--- config.mk ---
export PLATFORM = sky130hd
export DESIGN_NAME = dcc_service_mode_cv_sequencer_top
export DESIGN_NICKNAME = d
export VERILOG_FILES = /design/src/rtl/dccsm_pkg.sv /design/src/rtl/dccsm_step.sv /design/src/rtl/dccsm_rsp_reg.sv /design/src/rtl/dcc_service_mode_cv_sequencer_top.sv
export SDC_FILE = /design/constraint.sdc
export NUM_CORES = 1
export LEC_CHECK = 0
export ABC_CLOCK_PERIOD_IN_PS = 4500
export BUFFER_PORTS_ARGS = -buffer_cell sky130_fd_sc_hd__buf_2
export CAP_MARGIN = 25
export CORE_ASPECT_RATIO = 2
export CORE_MARGIN = 8
export CORE_UTILIZATION = 51
export CTS_CLUSTER_DIAMETER = 150
export DETAILED_ROUTE_END_ITERATION = 12
export PLACE_DENSITY = 0.77
export RECOVER_POWER = 25
export SLEW_MARGIN = 20
export SYNTH_ARGS = -nofsm -noshare
export SYNTH_HDL_FRONTEND = slang
export SYNTH_SLANG_ARGS = --single-unit
--- constraint.sdc ---
create_clock -name clock -period 4.5 [get_ports clock]
set_clock_uncertainty 0.05 [all_clocks]
set_input_delay 1.35 -clock clock [delete_from_list [all_inputs] [get_ports clock]]
set_output_delay 1.35 -clock clock [all_outputs]
set_load 0.1 [all_outputs]
--- src/rtl/dccsm_pkg.sv ---
`timescale 1ns / 1ps
// ----------------------------------------------------------------------------
// dccsm_pkg
// Shared types and constants for the service-mode CV programming sequencer.
// ----------------------------------------------------------------------------
package dccsm_pkg;

   localparam int unsigned ACTION_WIDTH  = 3;
   localparam int unsigned CV_NUM_WIDTH  = 11;
   localparam int unsigned CV_IDX_WIDTH  = 10;
   localparam int unsigned BIT_WIDTH     = 3;
   localparam int unsigned BYTE_WIDTH    = 8;
   localparam int unsigned ADDR_WIDTH    = 14;
   localparam int unsigned CMD_WIDTH     = 3;
   localparam int unsigned STEP_WIDTH    = 4;

   // request actions
   localparam logic [ACTION_WIDTH-1:0] ACT_READ_BYTE  = 3'd0;
   localparam logic [ACTION_WIDTH-1:0] ACT_WRITE_BYTE = 3'd1;
   localparam logic [ACTION_WIDTH-1:0] ACT_WRITE_BIT  = 3'd2;
   localparam logic [ACTION_WIDTH-1:0] ACT_READ_BIT   = 3'd3;
   localparam logic [ACTION_WIDTH-1:0] ACT_WRITE_ADDR = 3'd4;
   localparam logic [ACTION_WIDTH-1:0] ACT_ACK_REPORT = 3'd5;

   // running command
   localparam logic [CMD_WIDTH-1:0] CMD_IDLE       = 3'd0;
   localparam logic [CMD_WIDTH-1:0] CMD_READ_BYTE  = 3'd1;
   localparam logic [CMD_WIDTH-1:0] CMD_WRITE_BYTE = 3'd2;
   localparam logic [CMD_WIDTH-1:0] CMD_WRITE_BIT  = 3'd3;
   localparam logic [CMD_WIDTH-1:0] CMD_READ_BIT   = 3'd4;
   localparam logic [CMD_WIDTH-1:0] CMD_WRITE_ADDR = 3'd5;

   // packet instruction and data forms
   localparam logic [BYTE_WIDTH-1:0] INSTR_BIT_MANIP   = 8'h78;
   localparam logic [BYTE_WIDTH-1:0] INSTR_BYTE_VERIFY = 8'h74;
   localparam logic [BYTE_WIDTH-1:0] INSTR_BYTE_WRITE  = 8'h7C;
   localparam logic [BYTE_WIDTH-1:0] DATA_READ_BIT     = 8'hE8;
   localparam logic [BYTE_WIDTH-1:0] DATA_BIT_WRITE    = 8'hF0;
   localparam logic [BYTE_WIDTH-1:0] DATA_BIT_VERIFY   = 8'hE0;
   localparam logic [BYTE_WIDTH-1:0] LONG_ADDR_PREFIX  = 8'hC0;

   localparam logic [CV_NUM_WIDTH-1:0] CV_NUM_MAX = 11'd1024;

   localparam logic [CV_IDX_WIDTH-1:0] CV_IDX_SHORT_ADDR = 10'(1 - 1);
   localparam logic [CV_IDX_WIDTH-1:0] CV_IDX_LONG_HIGH  = 10'(17 - 1);
   localparam logic [CV_IDX_WIDTH-1:0] CV_IDX_LONG_LOW   = 10'(18 - 1);
   localparam logic [CV_IDX_WIDTH-1:0] CV_IDX_CONFIG     = 10'(29 - 1);
   localparam logic [BIT_WIDTH-1:0]    CONFIG_LONG_BIT   = 3'd5;

   localparam logic [STEP_WIDTH-1:0] STEP_LONG_START  = 4'd0;
   localparam logic [STEP_WIDTH-1:0] STEP_SHORT_START = 4'd6;

   localparam logic [BYTE_WIDTH-1:0] LIMIT_RESET = 8'd127;

   typedef struct packed {
      logic [ACTION_WIDTH-1:0] action;
      logic [CV_NUM_WIDTH-1:0] cv_number;
      logic [BIT_WIDTH-1:0]    bit_index;
      logic [BYTE_WIDTH-1:0]   data_value;
      logic [ADDR_WIDTH-1:0]   loco_address;
      logic                    acked;
   } req_type;

   typedef struct packed {
      logic [CMD_WIDTH-1:0]    cmd;
      logic [STEP_WIDTH-1:0]   step;
      logic [CV_IDX_WIDTH-1:0] cv;
      logic [BYTE_WIDTH-1:0]   value;
      logic [BIT_WIDTH-1:0]    bit_sel;
      logic [ADDR_WIDTH-1:0]   address;
      logic                    all_ok;
   } state_type;

   localparam state_type STATE_RESET = '{
      cmd:     CMD_IDLE,
      step:    '0,
      cv:      '0,
      value:   '0,
      bit_sel: '0,
      address: '0,
      all_ok:  1'b1
   };

   typedef struct packed {
      logic                  is_packet;
      logic [BYTE_WIDTH-1:0] byte0;
      logic [BYTE_WIDTH-1:0] byte1;
      logic [BYTE_WIDTH-1:0] byte2;
      logic                  write_ack_window;
      logic                  done_ok;
      logic [BYTE_WIDTH-1:0] result_value;
   } rsp_type;

endpackage

--- src/rtl/dccsm_step.sv ---
`timescale 1ns / 1ps
// ----------------------------------------------------------------------------
// dccsm_step
// Next-state and result logic for one request against the sequencer state.
// ----------------------------------------------------------------------------
module dccsm_step (
   input  dccsm_pkg::req_type   req,
   input  dccsm_pkg::state_type state,
   input  logic [7:0]           short_limit,
   output dccsm_pkg::state_type next_state,
   output logic                 rsp_fire,
   output dccsm_pkg::rsp_type   rsp
);
   import dccsm_pkg::*;

   function automatic rsp_type build_packet(state_type s);
      logic [CV_IDX_WIDTH-1:0] cv;
      logic                    use_write;
      logic                    is_bit;
      logic [BYTE_WIDTH-1:0]   val;
      logic [BIT_WIDTH-1:0]    bsel;
      logic                    phase;
      logic [BYTE_WIDTH-1:0]   instr;
      logic [BYTE_WIDTH-1:0]   data;
      logic                    win;
      logic [2:0]              sub;
      rsp_type                 r;
      cv        = s.cv;
      use_write = 1'b1;
      is_bit    = 1'b0;
      val       = s.value;
      bsel      = s.bit_sel;
      phase     = s.step[0];
      instr     = INSTR_BYTE_VERIFY;
      data      = s.value;
      win       = 1'b0;
      sub       = s.step[3:1];
      unique case (s.cmd)
         CMD_READ_BYTE, CMD_READ_BIT: begin
            use_write = 1'b0;
            if (!s.step[3]) begin
               instr = INSTR_BIT_MANIP;
               data  = DATA_READ_BIT | {5'b0, s.step[2:0]};
            end else begin
               instr = INSTR_BYTE_VERIFY;
               data  = s.value;
            end
         end
         CMD_WRITE_BYTE: begin
            is_bit = 1'b0;
         end
         CMD_WRITE_BIT: begin
            is_bit = 1'b1;
         end
         default: begin
            bsel = CONFIG_LONG_BIT;
            priority if (sub == 3'd0) begin
               cv  = CV_IDX_LONG_HIGH;
               val = LONG_ADDR_PREFIX | {2'b0, s.address[13:8]};
            end else if (sub == 3'd1) begin
               cv  = CV_IDX_LONG_LOW;
               val = s.address[7:0];
            end else if (sub == 3'd2) begin
               cv     = CV_IDX_CONFIG;
               is_bit = 1'b1;
               val    = 8'd1;
            end else if (sub == 3'd3) begin
               cv  = CV_IDX_SHORT_ADDR;
               val = s.address[7:0];
            end else begin
               cv     = CV_IDX_CONFIG;
               is_bit = 1'b1;
               val    = 8'd0;
            end
         end
      endcase
      if (use_write) begin
         win = !phase;
         if (is_bit) begin
            instr = INSTR_BIT_MANIP;
            data  = (phase ? DATA_BIT_VERIFY : DATA_BIT_WRITE) | {4'b0, val[0], bsel};
         end else begin
            instr = phase ? INSTR_BYTE_VERIFY : INSTR_BYTE_WRITE;
            data  = val;
         end
      end
      r.is_packet        = 1'b1;
      r.byte0            = instr | {6'b0, cv[9:8]};
      r.byte1            = cv[7:0];
      r.byte2            = data;
      r.write_ack_window = win;
      r.done_ok          = 1'b0;
      r.result_value     = '0;
      return r;
   endfunction

   function automatic rsp_type build_done(logic ok, logic [BYTE_WIDTH-1:0] val);
      rsp_type r;
      r                  = '0;
      r.done_ok          = ok;
      r.result_value     = ok ? val : '0;
      return r;
   endfunction

   state_type             upd;
   logic                  done;
   logic                  done_good;
   logic [BYTE_WIDTH-1:0] done_val;
   logic                  cv_bad;
   logic [2:0]            sub;
   logic                  last_sub;
   logic                  sub_finished;
   logic                  ok_next;

   always_comb begin
      upd          = state;
      rsp_fire     = 1'b0;
      done         = 1'b0;
      done_good    = 1'b0;
      done_val     = '0;
      cv_bad       = (req.cv_number == '0) || (req.cv_number > CV_NUM_MAX);
      sub          = state.step[3:1];
      last_sub     = (sub == 3'd2) || (sub >= 3'd4);
      sub_finished = !req.acked || state.step[0];
      ok_next      = state.all_ok & req.acked;

      if (req.action <= ACT_WRITE_ADDR) begin
         if (state.cmd == CMD_IDLE) begin
            rsp_fire = 1'b1;
            if (req.action == ACT_WRITE_ADDR) begin
               upd.cmd     = CMD_WRITE_ADDR;
               upd.address = req.loco_address;
               upd.all_ok  = 1'b1;
               upd.step    = (req.loco_address > {6'b0, short_limit}) ?
                             STEP_LONG_START : STEP_SHORT_START;
            end else if (cv_bad) begin
               done = 1'b1;
            end else begin
               upd.cv      = CV_IDX_WIDTH'(req.cv_number - 11'd1);
               upd.bit_sel = req.bit_index;
               upd.step    = '0;
               unique case (req.action)
                  ACT_READ_BYTE: begin
                     upd.cmd   = CMD_READ_BYTE;
                     upd.value = '0;
                  end
                  ACT_WRITE_BYTE: begin
                     upd.cmd   = CMD_WRITE_BYTE;
                     upd.value = req.data_value;
                  end
                  ACT_WRITE_BIT: begin
                     upd.cmd   = CMD_WRITE_BIT;
                     upd.value = {7'b0, req.data_value[0]};
                  end
                  default: begin
                     upd.cmd   = CMD_READ_BIT;
                     upd.value = '0;
                  end
               endcase
            end
         end
      end else if (req.action == ACT_ACK_REPORT && state.cmd != CMD_IDLE) begin
         rsp_fire = 1'b1;
         unique case (state.cmd)
            CMD_READ_BYTE, CMD_READ_BIT: begin
               if (!state.step[3]) begin
                  if (req.acked) begin
                     upd.value = state.value | (8'd1 << state.step[2:0]);
                  end
                  upd.step = state.step + 4'd1;
               end else begin
                  done      = 1'b1;
                  done_good = req.acked;
                  done_val  = (state.cmd == CMD_READ_BIT) ?
                              {7'b0, state.value[state.bit_sel]} : state.value;
               end
            end
            CMD_WRITE_BYTE, CMD_WRITE_BIT: begin
               if (state.step == '0 && req.acked) begin
                  upd.step = 4'd1;
               end else begin
                  done      = 1'b1;
                  done_good = req.acked && (state.step != '0);
                  done_val  = state.value;
               end
            end
            default: begin
               upd.all_ok = ok_next;
               if (sub_finished && last_sub) begin
                  done      = 1'b1;
                  done_good = ok_next;
                  done_val  = state.address[7:0];
               end else if (sub_finished) begin
                  upd.step = {sub + 3'd1, 1'b0};
               end else begin
                  upd.step = state.step + 4'd1;
               end
            end
         endcase
      end

      if (done) begin
         next_state = STATE_RESET;
         rsp        = build_done(done_good, done_val);
      end else begin
         next_state = upd;
         rsp        = build_packet(upd);
      end
   end

endmodule

--- src/rtl/dccsm_rsp_reg.sv ---
`timescale 1ns / 1ps
// ----------------------------------------------------------------------------
// dccsm_rsp_reg
// Result register: holds one result until the downstream side takes it.
// ----------------------------------------------------------------------------
module dccsm_rsp_reg (
   input  logic               clock,
   input  logic               reset,
   input  logic               load,
   input  dccsm_pkg::rsp_type load_data,
   input  logic               rsp_stall,
   output logic               rsp_valid,
   output dccsm_pkg::rsp_type rsp_data,
   output logic               full_stalled
);
   import dccsm_pkg::*;

   logic    valid_ff;
   logic    valid_in;
   rsp_type data_ff;

   always_comb begin
      valid_in = valid_ff;
      if (load) begin
         valid_in = 1'b1;
      end else if (valid_ff && !rsp_stall) begin
         valid_in = 1'b0;
      end
   end

   always_ff @(posedge clock) begin
      if (reset) begin
         valid_ff <= 1'b0;
      end else begin
         valid_ff <= valid_in;
      end
   end

   // hold payload while stalled
   always_ff @(posedge clock) begin
      if (load) begin
         data_ff <= load_data;
      end
   end

   assign rsp_valid    = valid_ff;
   assign rsp_data     = data_ff;
   assign full_stalled = valid_ff & rsp_stall;

endmodule

--- src/rtl/dcc_service_mode_cv_sequencer_top.sv ---
`timescale 1ns / 1ps
// ----------------------------------------------------------------------------
// dcc_service_mode_cv_sequencer_top
// Sequences DCC direct-mode CV programming packets from commands and
// acknowledge reports, and reports each command's completion.
// ----------------------------------------------------------------------------
// One request is taken every cycle unless stalled. Each request is decided
// in the cycle it is taken, against the command state register, and its
// packet or completion report appears from the result register on the
// following cycle. The request side stalls only while that register holds a
// result and the response side stalls; requests with no result are still
// consumed. The short address limit is written via csr_wr_en / csr_wr_data.
module dcc_service_mode_cv_sequencer_top (
   input  logic        clock,
   input  logic        reset,
   input  logic        req_valid,
   output logic        req_stall,
   input  logic [2:0]  req_action,
   input  logic [10:0] req_cv_number,
   input  logic [2:0]  req_bit_index,
   input  logic [7:0]  req_data_value,
   input  logic [13:0] req_loco_address,
   input  logic        req_acked,
   output logic        rsp_valid,
   input  logic        rsp_stall,
   output logic        rsp_is_packet,
   output logic [7:0]  rsp_packet_byte0,
   output logic [7:0]  rsp_packet_byte1,
   output logic [7:0]  rsp_packet_byte2,
   output logic        rsp_write_ack_window,
   output logic        rsp_done_ok,
   output logic [7:0]  rsp_result_value,
   input  logic        csr_wr_en,
   input  logic [7:0]  csr_wr_data
);
   import dccsm_pkg::*;

   logic [7:0] limit_ff;
   logic [7:0] limit_in;
   state_type  state_ff;
   state_type  state_in;
   state_type  step_next;
   req_type    req;
   rsp_type    step_rsp;
   rsp_type    out_rsp;
   logic       step_fire;
   logic       accept;
   logic       busy;

   assign req = '{
      action:       req_action,
      cv_number:    req_cv_number,
      bit_index:    req_bit_index,
      data_value:   req_data_value,
      loco_address: req_loco_address,
      acked:        req_acked
   };

   assign req_stall = busy;
   assign accept    = req_valid & !busy;

   dccsm_step u_step (
      .req        (req),
      .state      (state_ff),
      .short_limit(limit_ff),
      .next_state (step_next),
      .rsp_fire   (step_fire),
      .rsp        (step_rsp)
   );

   dccsm_rsp_reg u_rsp_reg (
      .clock       (clock),
      .reset       (reset),
      .load        (accept & step_fire),
      .load_data   (step_rsp),
      .rsp_stall   (rsp_stall),
      .rsp_valid   (rsp_valid),
      .rsp_data    (out_rsp),
      .full_stalled(busy)
   );

   assign state_in = accept ? step_next : state_ff;
   assign limit_in = csr_wr_en ? csr_wr_data : limit_ff;

   always_ff @(posedge clock) begin
      if (reset) begin
         state_ff <= STATE_RESET;
         limit_ff <= LIMIT_RESET;
      end else begin
         state_ff <= state_in;
         limit_ff <= limit_in;
      end
   end

   assign rsp_is_packet        = out_rsp.is_packet;
   assign rsp_packet_byte0     = out_rsp.byte0;
   assign rsp_packet_byte1     = out_rsp.byte1;
   assign rsp_packet_byte2     = out_rsp.byte2;
   assign rsp_write_ack_window = out_rsp.write_ack_window;
   assign rsp_done_ok          = out_rsp.done_ok;
   assign rsp_result_value     = out_rsp.result_value;

endmodule

==> run_summary.xml <==
<?xml version="1.0" encoding="UTF-8"?>
<metrics>
  <group name="synth">
    <metric name="synth.cell_area" unit="um^2">5090</metric>
    <metric name="synth.distinct_cells" unit="">63</metric>
    <metric name="synthesis_stage_register_bit_count" unit="">84</metric>
    <metric name="synth_enable_flop_cells" unit="">32</metric>
    <metric name="yosysWarningCount" unit="">0</metric>
    <metric name="seq_total_area_yosys" unit="%">39.4</metric>
    <metric name="synth_cells" unit="">610</metric>
    <metric name="ys.flop_type" unit="">dfxtp_1</metric>
    <metric name="synth_fa_ha_area_share" unit="%">4.43</metric>
    <metric name="synth_mux_area_share" unit="%">3.32</metric>
    <metric name="postSynthAreaPerCell" unit="um^2">8.34</metric>
    <metric name="share_of_synthesized_cell_area_in_and_or_nand_and_nor_gates" unit="%">22.4</metric>
    <metric name="combinational_family_with_the_most_area_after_synthesis" unit="">compound AO/OA/AOI/OAI gates</metric>
    <metric name="synth-async-reset-ratio" unit="%">0</metric>
    <metric name="synth-compound-area-share" unit="%">23.5</metric>
    <metric name="synthXorXnorAreaFrac" unit="%">1.89</metric>
    <metric name="nets_in_the_synthesized_netlist" unit="">681</metric>
  </group>
  <group name="timing">
    <metric name="grt_setup_unrepaired" unit="">false</metric>
    <metric name="final_worst_slack" unit="ns">0.155</metric>
    <metric name="finalSetupTns" unit="ns">0</metric>
    <metric name="final_period_minus_worst_setup_slack" unit="ns">4.34</metric>
    <metric name="max_slew.worst_pin.slew" unit="ns">1.20</metric>
    <metric name="slew_headroom" unit="%">20.2</metric>
    <metric name="fmaxAchievable" unit="MHz">230</metric>
    <metric name="min_period_over_period" unit="%">96.5</metric>
    <metric name="finalSetupViolations" unit="">0</metric>
    <metric name="holdWs" unit="ns">0.434</metric>
    <metric name="hold_violations" unit="">0</metric>
    <metric name="drv_slew" unit="">0</metric>
  </group>
  <group name="pwr">
    <metric name="ir_worst_vdd" unit="mV">0.226</metric>
    <metric name="power.static_leakage" unit="nW">2.51</metric>
    <metric name="power.clock.fraction" unit="%">32.0</metric>
    <metric name="switchingPower" unit="W">0.000834</metric>
    <metric name="p_per_area" unit="nW/um^2">358</metric>
    <metric name="combinational_cell_fraction_of_total_power" unit="%">29.5</metric>
    <metric name="switching_share" unit="%">37.2</metric>
    <metric name="cell_internal_pwr" unit="W">0.00141</metric>
    <metric name="power.sequential.fraction" unit="%">38.5</metric>
  </group>
  <group name="grt">
    <metric name="first_pass_grt_wire_length" unit="um">28600</metric>
    <metric name="grt_pass1_vias" unit="">5312</metric>
    <metric name="grt_start_max_net_pins" unit="">40</metric>
    <metric name="grt_remaining_overflow" unit="">0</metric>
    <metric name="grt_util_all_layers" unit="%">27.5</metric>
    <metric name="grt_antenna_before_repair" unit="">0</metric>
  </group>
  <group name="min_path">
    <metric name="worst_hold_path.endpoint" unit="">limit_ff[0]$_SDFFE_PP1P_</metric>
    <metric name="hold_start" unit="">limit_ff[0]$_SDFFE_PP1P_</metric>
    <metric name="hold_path_class" unit="">reg2reg</metric>
    <metric name="min_delay_path_depth" unit="">2</metric>
  </group>
  <group name="final_layout">
    <metric name="multiInputGateArea" unit="um^2">2860</metric>
    <metric name="drive_above_1_share" unit="%">20.9</metric>
    <metric name="final_nets" unit="">804</metric>
    <metric name="area_delta_synth_final" unit="%">23.2</metric>
    <metric name="seq_area" unit="um^2">2000</metric>
    <metric name="final_core_area_utilization" unit="%">64.6</metric>
    <metric name="antenna_cells_inserted" unit="">0</metric>
    <metric name="filler_cells_inserted" unit="">899</metric>
    <metric name="most_frequent_standard_cell_in_the_layout_excluding_fill_and_tap_cells" unit="">nor2_1</metric>
    <metric name="layout.cells.most_common_list" unit="">94 x nor2_1, 79 x nand2_1, 62 x buf_4</metric>
  </group>
  <group name="cts">
    <metric name="ctsHtreeMaxLevel" unit="">3</metric>
    <metric name="clock_latency" unit="ns">0.35</metric>
    <metric name="tritoncts_clock_tree" unit="">done</metric>
    <metric name="clk_path_buf_depth" unit="">2</metric>
    <metric name="clk_pin_slew_worst_paths" unit="ns">0.07</metric>
    <metric name="cts_post_setup_buffers_inserted" unit="">0</metric>
    <metric name="tritoncts_num_sinks" unit="">84</metric>
    <metric name="number_of_clock_buffers_inserted_by_tritoncts" unit="">9</metric>
    <metric name="ctsRootBufferMaster" unit="">clkbuf_16</metric>
  </group>
  <group name="route">
    <metric name="drt_first_pass_iters" unit="">5</metric>
    <metric name="detailroute.via_count" unit="">5283</metric>
    <metric name="wire_length_reported_by_the_detailed_router" unit="um">18400</metric>
    <metric name="drc_violation_count_after_routing" unit="">0</metric>
    <metric name="drt_iter0_drc" unit="">349</metric>
    <metric name="post_drt_via_cell_ratio" unit="">6.07</metric>
    <metric name="ant_nets" unit="">0</metric>
    <metric name="post_drt_wl_per_cell" unit="um">21.2</metric>
  </group>
  <group name="placement">
    <metric name="place.gp.congestion" unit="">0.991</metric>
    <metric name="port-buffer-count" unit="">88</metric>
    <metric name="dp.final_hpwl" unit="um">14500</metric>
    <metric name="post-place-ws" unit="ns">-0.243</metric>
  </group>
  <group name="worst_setup_path">
    <metric name="worst-endpoint-required" unit="ns">4.64</metric>
    <metric name="worstPathArrival" unit="ns">4.48</metric>
    <metric name="worstReg2RegStart" unit="">state_ff[37]$_SDFFE_PP0P_</metric>
    <metric name="end_kind" unit="">flip-flop</metric>
    <metric name="rr_endpoint" unit="">u_rsp_reg.rsp_data[28]$_SDFFCE_PP0P_</metric>
    <metric name="regToRegSetupSlack" unit="ns">0.88</metric>
    <metric name="ff2ff_path_depth" unit="">11</metric>
    <metric name="cp-start-kind" unit="">primary input</metric>
    <metric name="timing.critical_path.fanout_max" unit="">5</metric>
    <metric name="setup.worst_path.class" unit="">in2reg</metric>
  </group>
  <group name="floorplan">
    <metric name="core_area" unit="um^2">9700</metric>
    <metric name="die_area" unit="um^2">13600</metric>
    <metric name="top_level_ports" unit="">90</metric>
    <metric name="floorplan.initialDensity" unit="%">52.4</metric>
    <metric name="die_height" unit="um">157</metric>
    <metric name="num_rows" unit="">51</metric>
    <metric name="chipWidth" unit="um">86.6</metric>
  </group>
  <group name="outcome">
    <metric name="status" unit="">complete, no violations</metric>
  </group>
  <group name="flow_run">
    <metric name="cap_viol_max_count" unit="">0</metric>
  </group>
</metrics>
[flip-flops by register name, summed over array words and instances, names as in the netlist]
signal               cells
limit_ff                 8
state_ff                43
u_rsp_reg.rsp_data      32
u_rsp_reg.rsp_valid      1
[cell families after synthesis]
logic type	count (synthesis)
DFF	84
other	1
adders and majority gates	18
buffers and inverters	62
xor gates and xnor gates	11
muxes	14
and+or+nand+nor	249
AOI/OAI and AO/OA	171
[metal layers]
metal | part of all wire (%) | up-vias | GRT usage (%)
met4 | 6.8 | 0 | 18.9
met3 | 5.1 | 72 | 4.60
li1 | - | 2472 | -
met5 | 0 | - | 0
met2 | 51 | 233 | 48.8
met1 | 37 | 2506 | 28.3
[layout make-up]
type	instances	share of cell area, %
Sequential cell	84	32.0
Inverter	22	1.32
Multi-Input combinational cell	464	45.7
Timing Repair Buffer	152	14.0
Clock buffer	10	3.65
Tap cell	132	2.64
Clock inverter	6	0.759
[synth_stat cells, drive strengths merged, types with 2 or more instances]
master | number | share of area (%)
o21bai | 2 | 0.30
or4 | 2 | 0.30
mux4 | 2 | 0.89
a31oi | 14 | 1.7
dfxtp | 52 | 20
edfxtp | 32 | 19
a311oi | 3 | 0.52
nand4 | 5 | 0.62
mux2i | 9 | 1.8
a22oi | 26 | 3.8
a2bb2oi | 5 | 0.86
o21ai | 22 | 2.2
a21o | 2 | 0.30
xnor2 | 5 | 0.86
nand4b | 2 | 0.34
and3 | 3 | 0.37
nor3 | 18 | 2.3
nor4 | 4 | 0.49
buf | 8 | 0.98
clkbuf | 32 | 2.4
o31a | 4 | 0.86
nor2 | 94 | 6.9
nand3 | 12 | 1.2
mux2 | 3 | 0.66
o22ai | 4 | 0.49
o211ai | 10 | 1.5
a222oi | 3 | 0.59
nor2b | 6 | 0.74
and2 | 8 | 0.98
a2111oi | 4 | 0.69
ha | 18 | 4.4
nand2b | 5 | 0.62
a21oi | 35 | 3.4
nand2 | 79 | 5.8
xor2 | 6 | 1.0
inv | 22 | 1.6
a32oi | 5 | 0.86
a211oi | 10 | 1.5
or3 | 5 | 0.62
o31ai | 10 | 1.7
o21a | 4 | 0.59
[per-stage QoR]
step / std cells / cell area, um^2 / total power [W]
3_3_place_gp: 854 / 6010 / 0.00153
2_1_floorplan: 610 / 5090 / 0.00133
6_report: 870 / 6260 / 0.00224
5_1_grt: 870 / 6260 / 0.00232
3_5_place_dp: 854 / 6010 / 0.00154
4_1_cts: 870 / 6290 / 0.00224
[critical path, cell delays in order]
cell and delay [ns]:
buf_2 0.11, inv_1 0.07, ha_1 0.16, or4b_4 0.48, o41a_4 0.44, o31a_1 0.29
o31a_1 0.26, nand2_1 0.14, xor2_2 0.14, buf_4 0.18, o31a_4 0.37, or4_1 0.40
o211ai_1 0.09
[worst max path at each step]
stage | from | to | depth (start not counted)
floorplan | req_cv_number[0] | u_rsp_reg.rsp_data[28]$_SDFFCE_PP0P_ | 12
global placement | req_cv_number[0] | u_rsp_reg.rsp_data[14]$_SDFFCE_PP0P_ | 13
detailed placement | req_cv_number[0] | u_rsp_reg.rsp_data[13]$_SDFFCE_PP0P_ | 14
CTS | req_cv_number[0] | u_rsp_reg.rsp_data[13]$_SDFFCE_PP0P_ | 14
global route | req_cv_number[0] | u_rsp_reg.rsp_data[14]$_SDFFCE_PP0P_ | 13
finish | req_cv_number[0] | u_rsp_reg.rsp_data[14]$_SDFFCE_PP0P_ | 13
[power by group through the flow]
stage | clock (W) | sequential, W | combinational (W)
global placement | 0 | 0.000879 | 0.000648
global route | 0.000752 | 0.000869 | 0.000699
detailed placement | 0 | 0.000880 | 0.000656
CTS | 0.000721 | 0.000863 | 0.000658
finish | 0.000718 | 0.000865 | 0.000661
floorplan | 0 | 0.00106 | 0.000268
[timing repair]
action                     4_1_cts  5_1_grt
setup endpoints to repair        0        7
resized for setup                0        3
hold buffers                     0        0
Power figures use the tool's default switching activity.
